===== src/hw/rtl/brl_pkg.sv =====
`default_nettype none

package brl_pkg;

    // Coordinate width, fixed by the pixel fields.
    localparam int COORD_BITS = 12;
    localparam int ERR_BITS   = COORD_BITS + 1;
    localparam int COLOR_BITS = 32;

    typedef enum logic {
        OP_START = 1'b0,
        OP_STEP  = 1'b1
    } t_op;

    // Input beat.
    typedef struct packed {
        t_op                            op;
        logic signed [COORD_BITS-1:0]   x_start;
        logic signed [COORD_BITS-1:0]   y_start;
        logic signed [COORD_BITS-1:0]   x_end;
        logic signed [COORD_BITS-1:0]   y_end;
        logic [COLOR_BITS-1:0]          color;
    } t_in_beat;

    // Output beat.
    typedef struct packed {
        logic signed [COORD_BITS-1:0]   pixel_x;
        logic signed [COORD_BITS-1:0]   pixel_y;
        logic [COLOR_BITS-1:0]          pixel_color;
        logic                           last;
    } t_pix_beat;

    // Classified command handed from front to back through the queue.
    typedef struct packed {
        t_op                            op;
        logic signed [COORD_BITS-1:0]   x0;
        logic signed [COORD_BITS-1:0]   y0;
        logic [COORD_BITS-1:0]          adx;
        logic [COORD_BITS-1:0]          ady;
        logic                           x_neg;
        logic                           y_neg;
        logic                           x_major;
        logic [COLOR_BITS-1:0]          color;
    } t_cmd;

    // Queue status toward the front and back ends.
    typedef struct packed {
        logic   not_empty;
        logic   full;
    } t_q_status;

endpackage

`default_nettype wire


===== src/hw/rtl/brl_front.sv =====
`default_nettype none

// Front end: takes input beats, works out line setup for starts.
module brl_front (
    input  wire                  i_in_valid,
    input  brl_pkg::t_in_beat    i_in_data,
    input  brl_pkg::t_q_status   i_q_status,
    output logic                 o_in_stall,
    output logic                 o_push,
    output brl_pkg::t_cmd        o_cmd
);

    localparam int CW = brl_pkg::COORD_BITS;

    logic signed [CW:0] dx;
    logic signed [CW:0] dy;
    logic [CW:0]        adx_w;
    logic [CW:0]        ady_w;
    logic [CW-1:0]      adx;
    logic [CW-1:0]      ady;

    always_comb begin
        dx    = $signed({i_in_data.x_end[CW-1], i_in_data.x_end})
              - $signed({i_in_data.x_start[CW-1], i_in_data.x_start});
        dy    = $signed({i_in_data.y_end[CW-1], i_in_data.y_end})
              - $signed({i_in_data.y_start[CW-1], i_in_data.y_start});
        adx_w = dx[CW] ? (~dx + 1'b1) : dx;
        ady_w = dy[CW] ? (~dy + 1'b1) : dy;
        adx   = adx_w[CW-1:0];
        ady   = ady_w[CW-1:0];
    end

    always_comb begin
        o_cmd.op      = i_in_data.op;
        o_cmd.x0      = i_in_data.x_start;
        o_cmd.y0      = i_in_data.y_start;
        o_cmd.adx     = adx;
        o_cmd.ady     = ady;
        // zero delta counts as negative direction
        o_cmd.x_neg   = dx[CW] || (dx == '0);
        o_cmd.y_neg   = dy[CW] || (dy == '0);
        // tie goes to y
        o_cmd.x_major = adx > ady;
        o_cmd.color   = i_in_data.color;
    end

    assign o_in_stall = i_q_status.full;
    assign o_push     = i_in_valid && !i_q_status.full;

endmodule

`default_nettype wire


===== src/hw/rtl/brl_queue.sv =====
`default_nettype none

// Short command queue between front and back.
module brl_queue #(
    parameter int DEPTH = 2
) (
    input  wire                  i_clk,
    input  wire                  i_rst_n,
    input  wire                  i_push,
    input  brl_pkg::t_cmd        i_push_cmd,
    input  wire                  i_pop,
    output brl_pkg::t_cmd        o_head_cmd,
    output brl_pkg::t_q_status   o_status
);

    localparam int PW = (DEPTH > 1) ? $clog2(DEPTH) : 1;
    localparam int NW = $clog2(DEPTH + 1);
    localparam logic [PW-1:0] LAST_IDX = PW'(DEPTH - 1);
    localparam logic [NW-1:0] FULL_CNT = NW'(DEPTH);

    brl_pkg::t_cmd   r_store [DEPTH];
    logic [PW-1:0]   r_wr_ptr;
    logic [PW-1:0]   r_rd_ptr;
    logic [NW-1:0]   r_count;
    logic [PW-1:0]   n_wr_ptr;
    logic [PW-1:0]   n_rd_ptr;
    logic [NW-1:0]   n_count;

    always_comb begin
        n_wr_ptr = r_wr_ptr;
        n_rd_ptr = r_rd_ptr;
        n_count  = r_count;
        if (i_push) begin
            n_wr_ptr = (r_wr_ptr == LAST_IDX) ? '0 : r_wr_ptr + 1'b1;
        end
        if (i_pop) begin
            n_rd_ptr = (r_rd_ptr == LAST_IDX) ? '0 : r_rd_ptr + 1'b1;
        end
        if (i_push && !i_pop) begin
            n_count = r_count + 1'b1;
        end else if (!i_push && i_pop) begin
            n_count = r_count - 1'b1;
        end
    end

    always_ff @(posedge i_clk) begin
        if (!i_rst_n) begin
            r_wr_ptr <= '0;
            r_rd_ptr <= '0;
            r_count  <= '0;
        end else begin
            r_wr_ptr <= n_wr_ptr;
            r_rd_ptr <= n_rd_ptr;
            r_count  <= n_count;
        end
    end

    always_ff @(posedge i_clk) begin
        if (i_push) begin
            r_store[r_wr_ptr] <= i_push_cmd;
        end
    end

    assign o_head_cmd          = r_store[r_rd_ptr];
    assign o_status.not_empty  = (r_count != '0);
    assign o_status.full       = (r_count == FULL_CNT);

    a_no_overflow: assert property (@(posedge i_clk) disable iff (!i_rst_n)
        o_status.full |-> !i_push)
        else $error("queue push while full");

    a_no_underflow: assert property (@(posedge i_clk) disable iff (!i_rst_n)
        !o_status.not_empty |-> !i_pop)
        else $error("queue pop while empty");

    a_count_bound: assert property (@(posedge i_clk) disable iff (!i_rst_n)
        r_count <= FULL_CNT)
        else $error("queue count beyond depth");

endmodule

`default_nettype wire


===== src/hw/rtl/brl_back.sv =====
`default_nettype none

// Back end: holds line state, steps it and registers the pixel beat.
module brl_back (
    input  wire                  i_clk,
    input  wire                  i_rst_n,
    input  brl_pkg::t_cmd        i_head_cmd,
    input  brl_pkg::t_q_status   i_q_status,
    output logic                 o_pop,
    input  wire                  i_out_stall,
    output logic                 o_out_valid,
    output brl_pkg::t_pix_beat   o_out_data
);

    localparam int CW = brl_pkg::COORD_BITS;
    localparam int EW = brl_pkg::ERR_BITS;

    logic signed [CW-1:0]           r_cur_x;
    logic signed [CW-1:0]           r_cur_y;
    logic [CW-1:0]                  r_major;
    logic [CW-1:0]                  r_minor;
    logic                           r_x_neg;
    logic                           r_y_neg;
    logic                           r_x_major;
    logic [EW-1:0]                  r_err;
    logic [CW-1:0]                  r_steps;
    logic [brl_pkg::COLOR_BITS-1:0] r_color;
    logic                           r_busy;
    logic                           r_out_valid;
    brl_pkg::t_pix_beat             r_out;

    logic signed [CW-1:0]           n_cur_x;
    logic signed [CW-1:0]           n_cur_y;
    logic [CW-1:0]                  n_major;
    logic [CW-1:0]                  n_minor;
    logic                           n_x_neg;
    logic                           n_y_neg;
    logic                           n_x_major;
    logic [EW-1:0]                  n_err;
    logic [CW-1:0]                  n_steps;
    logic [brl_pkg::COLOR_BITS-1:0] n_color;
    logic                           n_busy;
    logic                           emit;

    logic                           out_free;
    logic [EW-1:0]                  err_sum;
    logic                           minor_moves;
    logic signed [CW-1:0]           x_stepped;
    logic signed [CW-1:0]           y_stepped;
    logic [CW-1:0]                  st_major;

    assign out_free = !r_out_valid || !i_out_stall;
    assign o_pop    = i_q_status.not_empty && out_free;

    always_comb begin
        err_sum     = r_err + {1'b0, r_minor};
        minor_moves = err_sum >= {1'b0, r_major};
        x_stepped   = r_cur_x + (r_x_neg ? {CW{1'b1}} : CW'(1));
        y_stepped   = r_cur_y + (r_y_neg ? {CW{1'b1}} : CW'(1));
        st_major    = i_head_cmd.x_major ? i_head_cmd.adx : i_head_cmd.ady;
    end

    always_comb begin
        n_cur_x   = r_cur_x;
        n_cur_y   = r_cur_y;
        n_major   = r_major;
        n_minor   = r_minor;
        n_x_neg   = r_x_neg;
        n_y_neg   = r_y_neg;
        n_x_major = r_x_major;
        n_err     = r_err;
        n_steps   = r_steps;
        n_color   = r_color;
        n_busy    = r_busy;
        emit      = 1'b0;
        if (o_pop) begin
            case (i_head_cmd.op)
                brl_pkg::OP_START: begin
                    n_cur_x   = i_head_cmd.x0;
                    n_cur_y   = i_head_cmd.y0;
                    n_x_neg   = i_head_cmd.x_neg;
                    n_y_neg   = i_head_cmd.y_neg;
                    n_x_major = i_head_cmd.x_major;
                    n_major   = st_major;
                    n_minor   = i_head_cmd.x_major ? i_head_cmd.ady : i_head_cmd.adx;
                    n_err     = {1'b0, st_major >> 1};
                    n_steps   = '0;
                    n_color   = i_head_cmd.color;
                    n_busy    = (st_major != '0);
                    emit      = 1'b1;
                end
                brl_pkg::OP_STEP: begin
                    // a step with no line in progress is dropped
                    if (r_busy) begin
                        n_err   = minor_moves ? err_sum - {1'b0, r_major} : err_sum;
                        n_cur_x = (r_x_major || minor_moves) ? x_stepped : r_cur_x;
                        n_cur_y = (!r_x_major || minor_moves) ? y_stepped : r_cur_y;
                        n_steps = r_steps + 1'b1;
                        n_busy  = !(n_steps >= r_major);
                        emit    = 1'b1;
                    end
                end
                default: begin
                    emit = 1'b0;
                end
            endcase
        end
    end

    always_ff @(posedge i_clk) begin
        if (!i_rst_n) begin
            r_busy      <= 1'b0;
            r_out_valid <= 1'b0;
        end else begin
            r_busy <= n_busy;
            if (emit) begin
                r_out_valid <= 1'b1;
            end else if (!i_out_stall) begin
                r_out_valid <= 1'b0;
            end
        end
        r_cur_x   <= n_cur_x;
        r_cur_y   <= n_cur_y;
        r_major   <= n_major;
        r_minor   <= n_minor;
        r_x_neg   <= n_x_neg;
        r_y_neg   <= n_y_neg;
        r_x_major <= n_x_major;
        r_err     <= n_err;
        r_steps   <= n_steps;
        r_color   <= n_color;
        if (emit) begin
            r_out.pixel_x     <= n_cur_x;
            r_out.pixel_y     <= n_cur_y;
            r_out.pixel_color <= n_color;
            r_out.last        <= !n_busy;
        end
    end

    assign o_out_valid = r_out_valid;
    assign o_out_data  = r_out;

    a_busy_len: assert property (@(posedge i_clk) disable iff (!i_rst_n)
        r_busy |-> (r_major != '0))
        else $error("busy with zero-length line");

    a_err_bound: assert property (@(posedge i_clk) disable iff (!i_rst_n)
        r_busy |-> (r_err < {1'b0, r_major}))
        else $error("error accumulator out of range");

    a_steps_bound: assert property (@(posedge i_clk) disable iff (!i_rst_n)
        r_busy |-> (r_steps < r_major))
        else $error("step count past line end");

    a_last_idle: assert property (@(posedge i_clk) disable iff (!i_rst_n)
        (emit && n_busy == 1'b0) |=> (!r_busy && r_out.last))
        else $error("final pixel did not end the line");

endmodule

`default_nettype wire


===== src/hw/rtl/bresenham_line_raster_unit.sv =====
`default_nettype none

// Bresenham line rasterizer. An op=START beat carries both endpoints and a
// color; it emits the first pixel and arms the line. Each op=STEP beat then
// emits the next pixel along the line, one unit on the major axis (x only
// when |dx| > |dy|, ties go to y), with the minor axis moving whenever the
// error term reaches the major delta. The line has |major delta| + 1 pixels;
// the final one carries last=1 and the unit goes idle. A STEP with no line in
// progress produces no pixel; a START during a line abandons it. A front end
// computes deltas, directions and the major axis, a command queue of
// QUEUE_DEPTH entries decouples it from the back end, and the back end holds
// line state and a registered pixel beat. Sustained rate is one input beat and
// one pixel beat per clock while the output side does not stall; the back
// end's error update is the loop that sets this. When nothing stalls, an
// accepted input beat goes into the queue, and the back end pops it and
// registers its pixel beat. The input side stalls only while the queue is
// full, which happens when the output side has been stalled.
module bresenham_line_raster_unit #(
    parameter int QUEUE_DEPTH = 2
) (
    input  wire                  i_clk,
    input  wire                  i_rst_n,
    // input channel
    input  wire                  i_in_valid,
    input  brl_pkg::t_in_beat    i_in_data,
    output logic                 o_in_stall,
    // pixel channel
    output logic                 o_out_valid,
    output brl_pkg::t_pix_beat   o_out_data,
    input  wire                  i_out_stall
);

    brl_pkg::t_q_status q_status;
    brl_pkg::t_cmd      push_cmd;
    brl_pkg::t_cmd      head_cmd;
    logic               push;
    logic               pop;

    // setup and classification of each input beat
    brl_front u_front (
        .i_in_valid (i_in_valid),
        .i_in_data  (i_in_data),
        .i_q_status (q_status),
        .o_in_stall (o_in_stall),
        .o_push     (push),
        .o_cmd      (push_cmd)
    );

    // command queue
    brl_queue #(
        .DEPTH (QUEUE_DEPTH)
    ) u_queue (
        .i_clk      (i_clk),
        .i_rst_n    (i_rst_n),
        .i_push     (push),
        .i_push_cmd (push_cmd),
        .i_pop      (pop),
        .o_head_cmd (head_cmd),
        .o_status   (q_status)
    );

    // line stepping and pixel output register
    brl_back u_back (
        .i_clk       (i_clk),
        .i_rst_n     (i_rst_n),
        .i_head_cmd  (head_cmd),
        .i_q_status  (q_status),
        .o_pop       (pop),
        .i_out_stall (i_out_stall),
        .o_out_valid (o_out_valid),
        .o_out_data  (o_out_data)
    );

endmodule

`default_nettype wire


===== config.mk =====
export PLATFORM = sky130hd
export DESIGN_NAME = bresenham_line_raster_unit
export DESIGN_NICKNAME = d
export VERILOG_FILES = /design/src/hw/rtl/brl_pkg.sv /design/src/hw/rtl/brl_front.sv /design/src/hw/rtl/brl_queue.sv /design/src/hw/rtl/brl_back.sv /design/src/hw/rtl/bresenham_line_raster_unit.sv
export SDC_FILE = /design/constraint.sdc
export NUM_CORES = 1
export LEC_CHECK = 0
export BUFFER_PORTS_ARGS = -buffer_cell sky130_fd_sc_hd__buf_4
export CAP_MARGIN = 20
export CORE_AREA = 2 2 240 124
export CTS_BUF_LIST = sky130_fd_sc_hd__clkbuf_16
export DETAILED_ROUTE_END_ITERATION = 7
export DIE_AREA = 0 0 242 126
export PLACE_DENSITY = 0.79
export SYNTH_ARGS = -nofsm -noshare
export SYNTH_HDL_FRONTEND = slang
export SYNTH_SLANG_ARGS = --single-unit
export TNS_END_PERCENT = 20

===== constraint.sdc =====
create_clock -name i_clk -period 5.8 [get_ports i_clk]
set_input_delay 0.29 -clock i_clk [delete_from_list [all_inputs] [get_ports i_clk]]
set_output_delay 0.29 -clock i_clk [all_outputs]
set_load 0.05 [all_outputs]

==> results.yml, run 1 <==
status:
  outcome: "finished, final reports clean"
yosys:
  yosys_warnings: 0
  yosysSeqAreaShare_pct: 57.25
  synth_nets: 1526
  synth.distinct_cells: 69
  synthFlopType: "edfxtp_1"
  synth_top_area_cell: "edfxtp_1"
  netlist.area_leader.share_pct: 49.72
  syn_avg_cell_area_um2: 12.50
  synth_edf_count: 277
  synthArstFlopShare_pct: 0
  ys_top_cells_by_area: "edfxtp_1 (50%), dfxtp_1 (7.5%), ha_1 (7.2%), mux2i_1 (6.6%), xnor2_1 (3.7%)"
  synth_area_um2: 16730
  synth-seq-cells: 340
  synth_cells: 1339
clocking:
  numCtsBuffers: 28
  post_cts_resized: 0
  clkLatencyLatePin_ns: 0.58
  htreeDepth: 1
  cts.reportedPaths.clkPinSlew_ns: 0.07
  clockBufferDepth: 3
  root_buffer: "clkbuf_16"
  cts_tree: "done"
  cts.sinks: 340
timing:
  finalCritPeriodShare_pct: 81.52
  slew_violations: 0
  slew_headroom_pct: 27.73
  period_needed_ns: 4.728
  finalSetupTns_ns: 0
  setup_viol: 0
  finClkSkew_ns: 0.01866
  rsz0062_at_grt: "no"
  worst_pin_slew_ns: 1.084
  hold_viol_final: 0
  fmaxAchievable_mhz: 211.5
worst_hold_path:
  whs_path_depth: 3
  hold_path_class: "in -> reg"
cells_and_area:
  final_area_um2: 19700
  drive_gt1_share_pct: 14.27
  nNetsFinal: 1728
  final_core_util_pct: 69.35
  syn_to_final_growth_pct: 17.75
setup_path:
  cp.required_ns: 6.07
  slowest_stage: "or2_1"
  crit_path_start_kind: "flop"
  critPathMaxStageDelay_ns: 0.74
  cp.arrival_ns: 5.00
  setup.worst_path.class: "reg -> reg"
  crit_fanout: 17
  reg2regPathDepth: 14
  cp_cell_sequence: "ha_1, a211o_1, a21oi_1, o21ai_0, a41o_1, o41ai_1, xnor2_1, ha_1, and4_1, o2111ai_1, nand2_1, or2_1, mux2i_1, a21oi_1"
  crit_path_end_kind: "flop"
global_route:
  grt_pass1_vias: 10949
  grt_usage_pct: 26.83
  grt_pass1_wl_mm: 62.83
  grt_max_degree: 73
  grt_antenna_before_repair: 1
  grt.overflow.total: 0
power_and_ir_drop:
  power_density_nw_per_um2: 646.3
  max-vdd-ir-drop_v: 0.0003943
  p_leak_nw: 7.749
detailed_routing:
  dr.pass1.iters: 6
  wl_per_cell_um: 21.03
  via_count: 11458
  routed_wl_mm: 41.11
  vias_per_cell: 5.861
  drc_errors: 0
  ant_nets: 0
  drtIter0Drc: 1141
place:
  io_buffers: 143
  place_area_um2: 18200
  hpwl_mm: 29.11
  place_congestion: 0.9908
die:
  rows: 44
  core-area_um2: 28410
  die_w_um: 242
  die_y_um: 126
  dieArea_um2: 30490
  initial_core_util_pct: 58.90
  ios: 144
flow_run:
  cap_violations: 0
-- cell usage in the layout (no fill, tap or decap), types with 9 or more instances in the layout --
master         netlist  final
edfxtp_1           277    277
buf_4                0    153
mux2i_1            111    111
ha_1                96     96
a21oi_1             78     78
inv_1               70     73
xnor2_1             70     70
nand2_1             69     68
o21ai_0             67     67
dfxtp_1             63     62
nor2_1              60     59
dlygate4sd3_1        0     58
nor2b_1             30     30
xor2_1              30     30
clkbuf_16            0     30
and2_1              22     22
nor3_1              21     21
a211oi_1            20     20
a21o_1              16     16
nand2b_1            15     15
nand3_1             15     15
o22ai_1             14     14
and3_1              11     10
nand4_1             10     10
o21a_1               9      9
or3_1                9      9
-- power breakdown --
part	internal, mW	switching, mW	total (mW)
logic	2.45	4.24	6.69
clock network	0.986	0.893	1.88
registers	3.75	0.417	4.17
total	7.18	5.55	12.7
-- what timing repair did --
action,CTS,global route
endpoints found under the hold margin,119,0
hold buffers,58,0
setup buffers,0,0
-- layer usage --
metal  share of wire (%)  wire (um)  up-vias  global-route usage, %
met5                   0          0        -                      0
met4                 1.6        653        0                  5.447
met3                 9.9       4050       60                  7.076
met2                  42      17460      484                  38.69
met1                  46      18950     5495                  40.97
li1                    -          -     5419                      -
-- cell usage after synthesis, drive strengths merged, types with 20 or more instances --
| master | instances |
|---|---|
| a211oi | 20 |
| a21oi | 78 |
| and2 | 22 |
| buf | 22 |
| dfxtp | 63 |
| edfxtp | 277 |
| ha | 96 |
| inv | 70 |
| mux2i | 111 |
| nand2 | 69 |
| nor2 | 60 |
| nor2b | 31 |
| nor3 | 21 |
| o21ai | 68 |
| xnor2 | 70 |
| xor2 | 30 |
-- critical path, delay by kind of cell, from the launching register on --
kind | cells | cell delay (ns)
muxes | 1 | 0.31
DFF | 1 | 0.39
xor gates and xnor gates | 1 | 0.16
AOI/OAI and AO/OA | 7 | 1.57
adders and majority gates | 2 | 0.68
and+or+nand+nor | 3 | 1.31
-- area by class of cell --
class                           count  area (um^2)
Antenna cell                        1        2.502
Fill cell                        1960         8706
Timing Repair Buffer              212         1749
Clock buffer                       30        750.7
Sequential cell                   340         9583
Tap cell                          391        489.2
Multi-Input combinational cell    887         6705
Clock inverter                     22        150.1
Inverter                           72        271.5
-- flip-flops by register name (all words and copies together), names as in the netlist, named ones only --
| register | count |
|---|---|
| u_back.r_cur_x | 12 |
| u_back.r_steps | 12 |
| u_back.r_y_neg | 1 |
| u_back.r_x_major | 1 |
| u_back.r_busy | 1 |
| u_back.o_out_data | 57 |
| u_queue.r_rd_ptr | 1 |
| u_back.r_x_neg | 1 |
| u_back.r_cur_y | 12 |
| u_back.r_major | 12 |
| u_back.r_err | 13 |
| u_queue.r_count | 2 |
| u_back.r_color | 32 |
| u_queue.r_wr_ptr | 1 |
| u_back.r_minor | 12 |
| u_queue.r_store | 168 |
| u_back.o_out_valid | 1 |
-- stage by stage --
step / instances / total power, mW / hold slack (ns) / worst slack (ns)
floorplan: 1339 / 8.951 / 0.3889 / 1.148
global placement: 1843 / 10.44 / 0.4360 / 1.326
detailed placement: 1843 / 10.65 / 0.4524 / 1.196
CTS: 1953 / 12.57 / 0.03884 / 1.106
global route: 1955 / 13.48 / 0.05341 / 0.6858
finish: 1955 / 12.73 / 0.05447 / 1.072
-- final timing paths --
path | endpoint | slack (ns) | startpoint
worst max-delay path | u_back.r_err[4]$_DFFE_PP_ | 1.07 | u_back.r_err[1]$_DFFE_PP_
worst min-delay path | u_back.o_out_valid$_SDFFE_PN0P_ | 0.05 | i_out_stall
worst max register to register | u_back.r_err[4]$_DFFE_PP_ | 1.07 | u_back.r_err[1]$_DFFE_PP_
worst min register to register | u_back.r_color[1]$_DFF_P_ | 0.46 | u_back.r_color[1]$_DFF_P_
-- cell families after synthesis --
| kind of cell | synth area share, % |
|---|---|
| compound gates | 10.82 |
| xor+xnor | 5.235 |
| fa+ha+maj | 7.897 |
| buf+inv | 2.759 |
| flops | 57.25 |
| mux | 7.179 |
| simple gates | 8.854 |
Note: power is estimated with default switching activity, not from simulation.
==> run 2: changes to the inputs <==
==> constraint.sdc (replaced) <==
create_clock -name i_clk -period 4.6 [get_ports i_clk]
set_input_delay 0.23 -clock i_clk [delete_from_list [all_inputs] [get_ports i_clk]]
set_output_delay 0.23 -clock i_clk [all_outputs]
set_load 0.05 [all_outputs]
==> results.yml, run 2 (same netlist as run 1, synthesis figures left out) <==
status:
  outcome: "finished, final reports clean"
setup_path:
  crit_start: "i_in_data[68]"
  crit_fanout: 12
  r2r-start: "u_back.r_err[1]$_DFFE_PP_"
  reg2reg_slack_ns: 0.25
  r2r-end: "u_back.r_err[2]$_DFFE_PP_"
  cp.arrival_ns: 4.68
  setup.worst_path.class: "in -> reg"
  crit_path_start_kind: "input port"
  reg2regPathDepth: 15
  cp.required_ns: 4.89
  crit_path_end_kind: "flop"
timing:
  rsz0062_at_grt: "yes"
  slew_headroom_pct: 34.19
  finalCritPeriodShare_pct: 95.42
  finClkSkew_ns: 0.02911
  setup_ws_ns: 0.2106
  slew_violations: 0
  period_needed_ns: 4.389
  setup_viol: 0
  fmaxAchievable_mhz: 227.8
  hold_viol_final: 0
  worst_pin_slew_ns: 0.9849
  holdWs_ns: 0.2006
cells_and_area:
  nNetsFinal: 1743
  insertedDiodeCount: 0
  largest_reg_flops: 168
  most-common-layout-cells: "edfxtp_1 (277), buf_4 (166), mux2i_1 (111)"
  syn_to_final_growth_pct: 18.86
  regMostFlops: "u_queue.r_store"
  drive_gt1_share_pct: 15.34
  layout_commonest_cell: "edfxtp_1"
power_and_ir_drop:
  p_leak_nw: 7.872
  power_mw: 16.43
  power_density_nw_per_um2: 826.3
  max-vdd-ir-drop_v: 0.0005626
flow_run:
  cap_violations: 0
worst_hold_path:
  whs_path_depth: 4
  hp-start: "i_in_valid"
  hold_path_class: "in -> reg"
  min_to: "u_queue.r_wr_ptr$_SDFFE_PN0P_"
die:
  dieArea_um2: 30490
  ios: 144
  die_y_um: 126
  core-area_um2: 28410
  die_w_um: 242
  rows: 44
  initial_core_util_pct: 58.90
detailed_routing:
  routed_wl_mm: 41.50
  drtIter0Drc: 1017
  wl_per_cell_um: 21.08
  dr.pass1.iters: 5
  ant_nets: 0
  drc_errors: 0
  vias_per_cell: 5.824
  via_count: 11467
place:
  hpwl_mm: 29.14
  io_buffers: 143
  post-place-ws_ns: 0.2068
  place_congestion: 0.9479
clocking:
  clockBufferDepth: 3
  numCtsBuffers: 29
  clkLatencyLatePin_ns: 0.57
  cts_setup_buffers: 0
  root_buffer: "clkbuf_16"
  cts.sinks: 340
  htreeDepth: 1
  cts.reportedPaths.clkPinSlew_ns: 0.07
  cts_tree: "done"
global_route:
  grt_usage_pct: 26.90
  grt_pass1_vias: 10774
  grt.overflow.total: 0
  grt_pass1_wl_mm: 63.02
  grt_antenna_before_repair: 2
  grt_max_degree: 70
run 2: what timing repair did:
item / CTS / global route
hold buffers: 59 / 0
setup endpoints to repair: 0 / 28
gates resized for setup: 0 / 3
endpoints found under the hold margin: 121 / 0
run 2: stage by stage:
step | instance area [um^2] | setup TNS, ns | utilization, % | std cells
final | 19890 | 0 | 70.01 | 1969
after detailed placement | 18320 | 0 | 64.47 | 1857
after global placement | 18320 | 0 | 64.47 | 1857
after floorplan | 16730 | 0 | - | 1339
after global routing | 19890 | -0.03147 | 70.01 | 1969
after CTS | 19880 | 0 | 69.97 | 1969
run 2: worst max-delay path by stage:
| stage | to | slack (ns) |
|---|---|---|
| after CTS | u_back.o_out_data[52]$_DFFE_PP_ | 0.14 |
| after detailed placement | u_back.o_out_data[55]$_DFFE_PP_ | 0.21 |
| after global routing | u_back.r_err[11]$_SDFFCE_PN0P_ | -0.02 |
| final | u_queue.r_store[0][32]$_DFFE_PP_ | 0.21 |
| after global placement | u_queue.r_store[1][32]$_DFFE_PP_ | 0.34 |
| after floorplan | u_back.o_out_data[47]$_DFFE_PP_ | 0.68 |
run 2: layout make-up:
class / count / area, um^2
Multi-Input combinational cell: 887 / 6716
Clock inverter: 23 / 219.0
Sequential cell: 340 / 9583
Tap cell: 391 / 489.2
Clock buffer: 30 / 750.7
Fill cell: 1987 / 8521
Timing Repair Buffer: 226 / 1857
Inverter: 72 / 271.5
run 2: per-layer routing:
layer	share of wire [%]	vias up	global-route usage, %	wire length (um)
met4	1.9	0	5.773	792
met1	48	5513	42.57	19930
met3	8.5	61	5.499	3535
met2	42	452	38.15	17240
met5	0	-	0	0
li1	-	5441	-	-
run 2: worst max-delay path: stages:
cell and delay, ns:
dlygate4sd3_1 0.56, buf_4 0.17, ha_1 0.21, fa_1 0.40, nor2b_1 0.23, o2111ai_1 0.17, nand3_1 0.13, a31o_2 0.18
nand2_1 0.05, a21boi_0 0.16, buf_4 0.22, a31oi_1 0.07, xnor2_1 0.53, ha_1 0.38, a21o_1 0.17, a21oi_1 0.15
nor2_1 0.05, a2111oi_0 0.49, nor2_1 0.12
run 2: report_power, final:
part / internal, mW / switching (mW) / leakage [nW]
registers: 4.72 / 0.559 / 3.12
clock network: 1.41 / 1.14 / 0.499
logic: 3.22 / 5.38 / 4.26
==> run 3: changes to the inputs <==
--- a/config.mk
+++ b/config.mk
@@ -11,7 +11,9 @@
 export CTS_BUF_LIST = sky130_fd_sc_hd__clkbuf_16
 export DETAILED_ROUTE_END_ITERATION = 7
 export DIE_AREA = 0 0 242 126
+export MAX_ROUTING_LAYER = met4
 export PLACE_DENSITY = 0.79
+export RECOVER_POWER = 50
 export SYNTH_ARGS = -nofsm -noshare
 export SYNTH_HDL_FRONTEND = slang
 export SYNTH_SLANG_ARGS = --single-unit
==> results.yml, run 3 (same netlist as run 1, synthesis figures left out) <==
cells_and_area:
  most-common-layout-cells: "edfxtp_1 (277), mux2i_1 (111), clkbuf_1 (98)"
  drive_gt1_share_pct: 8.613
  largest_reg_flops: 168
  num-fill-cells: 2059
  finalNonFillerCells: 1970
  syn_to_final_growth_pct: 16.57
  multi_input_area_um2: 6716
  insertedDiodeCount: 0
  regMostFlops: "u_queue.r_store"
  final_area_um2: 19500
  register_area_um2: 9583
  nNetsFinal: 1744
  layout_commonest_cell: "edfxtp_1"
global_route:
  grt_usage_pct: 28.30
  grt_pass1_wl_mm: 64.26
  grt_pass1_vias: 11125
  grt_max_degree: 70
  grt.overflow.total: 0
  grt_antenna_before_repair: 1
timing:
  finClkSkew_ns: 0.01289
  rsz0062_at_grt: "no"
  finalSetupTns_ns: 0
  slew_violations: 129
  fmaxAchievable_mhz: 230.3
  setup_viol: 0
  slew_headroom_pct: -119.5
  hold_viol_final: 0
  worst_pin_slew_ns: 3.293
  period_needed_ns: 4.343
  finalCritPeriodShare_pct: 94.41
die:
  core-area_um2: 28410
  initial_core_util_pct: 58.90
  die_y_um: 126
  die_w_um: 242
  rows: 44
  dieArea_um2: 30490
  ios: 144
detailed_routing:
  wl_per_cell_um: 21.33
  vias_per_cell: 5.915
  routed_wl_mm: 42.02
  dr.pass1.iters: 7
  drc_errors: 0
  ant_nets: 0
  via_count: 11652
  drtIter0Drc: 1249
clocking:
  clockBufferDepth: 3
  numCtsBuffers: 29
  cts_tree: "done"
  root_buffer: "clkbuf_16"
  htreeDepth: 1
  cts.sinks: 340
  cts.reportedPaths.clkPinSlew_ns: 0.07
  clkLatencyLatePin_ns: 0.57
setup_path:
  crit_start: "u_back.r_err[1]$_DFFE_PP_"
  setup.worst_path.class: "reg -> reg"
  cp.arrival_ns: 4.61
  cp.required_ns: 4.87
  crit_path_start_kind: "flop"
  crit_fanout: 12
  r2r-start: "u_back.r_err[1]$_DFFE_PP_"
  crit_path_end_kind: "flop"
worst_hold_path:
  hold_path_class: "in -> reg"
  hp-start: "i_in_valid"
place:
  place_area_um2: 18300
  hpwl_mm: 29.45
  io_buffers: 143
  dp.cells: 1857
  place_congestion: 0.9937
power_and_ir_drop:
  p_leak_nw: 7.510
  power_density_nw_per_um2: 831.6
  max-vdd-ir-drop_v: 0.0006218
status:
  outcome: "finished with violations"
  violations: "capacitance limit, slew limit"
flow_run:
  cap_violations: 3
## run 3: area by class of cell
cell class	count	share of cell area [%]
Sequential cell	340	49.13
Clock inverter	23	1.007
Timing Repair Buffer	227	7.673
Clock buffer	30	3.849
Inverter	72	1.392
Tap cell	391	2.508
Multi-Input combinational cell	887	34.44
## run 3: path summary, 6_finish.rpt
path | slack [ns] | end | depth (start not counted)
setup / recovery | 0.26 | u_back.r_err[2]$_DFFE_PP_ | 15
hold / removal | 0.11 | u_queue.r_wr_ptr$_SDFFE_PN0P_ | 4
setup reg to reg | 0.26 | u_back.r_err[2]$_DFFE_PP_ | 15
hold reg to reg | 0.47 | u_back.r_color[30]$_DFF_P_ | 2
## run 3: what timing repair did
item,4_1_cts,5_1_grt
gates resized for setup,0,5
endpoints found under the setup margin,0,5
hold buffers,59,0
buffers inserted,0,1
endpoints found under the hold margin,121,0
## run 3: per-layer routing
| metal | track usage (%) | up-vias | wire [um] |
|---|---|---|---|
| li1 | - | 5447 | - |
| met1 | 42.14 | 5624 | 19400 |
| met2 | 39.98 | 530 | 17810 |
| met3 | 6.245 | 51 | 4098 |
| met4 | 5.628 | 0 | 710 |
| met5 | - | - | 0 |
## run 3: stage by stage
step           hold slack (ns)  utilization, %  power [mW]  setup slack, ns
2_1_floorplan           0.3289               -       11.28           0.6765
3_3_place_gp            0.4148           64.43       13.34           0.3603
3_5_place_dp            0.4179           64.43       13.62           0.2253
4_1_cts                 0.1688           69.84       16.18           0.1778
5_1_grt                 0.1699           68.66       17.11          0.03126
6_report                0.1146           68.66       16.22           0.2573
## run 3: worst max-delay path, cell delays in order (launching register included)
cell       delay, ns
edfxtp_1        0.40
ha_1            0.33
a211o_1         0.32
a21oi_1         0.17
o21ai_0         0.16
a41o_1          0.29
o41ai_2         0.27
xnor2_1         0.20
ha_1            0.31
and4_1          0.20
a31o_2          0.21
nand4bb_4       0.31
or2_1           0.30
buf_4           0.21
o21ai_0         0.27
o21ai_0         0.12
## run 3: report_power, final
group	switching (mW)	leakage (nW)	total [mW]	internal [mW]
clock	1.13	0.499	2.52	1.40
sequential	0.558	3.12	5.30	4.74
combinational	5.39	3.89	8.40	3.01
total	7.08	7.51	16.2	9.14
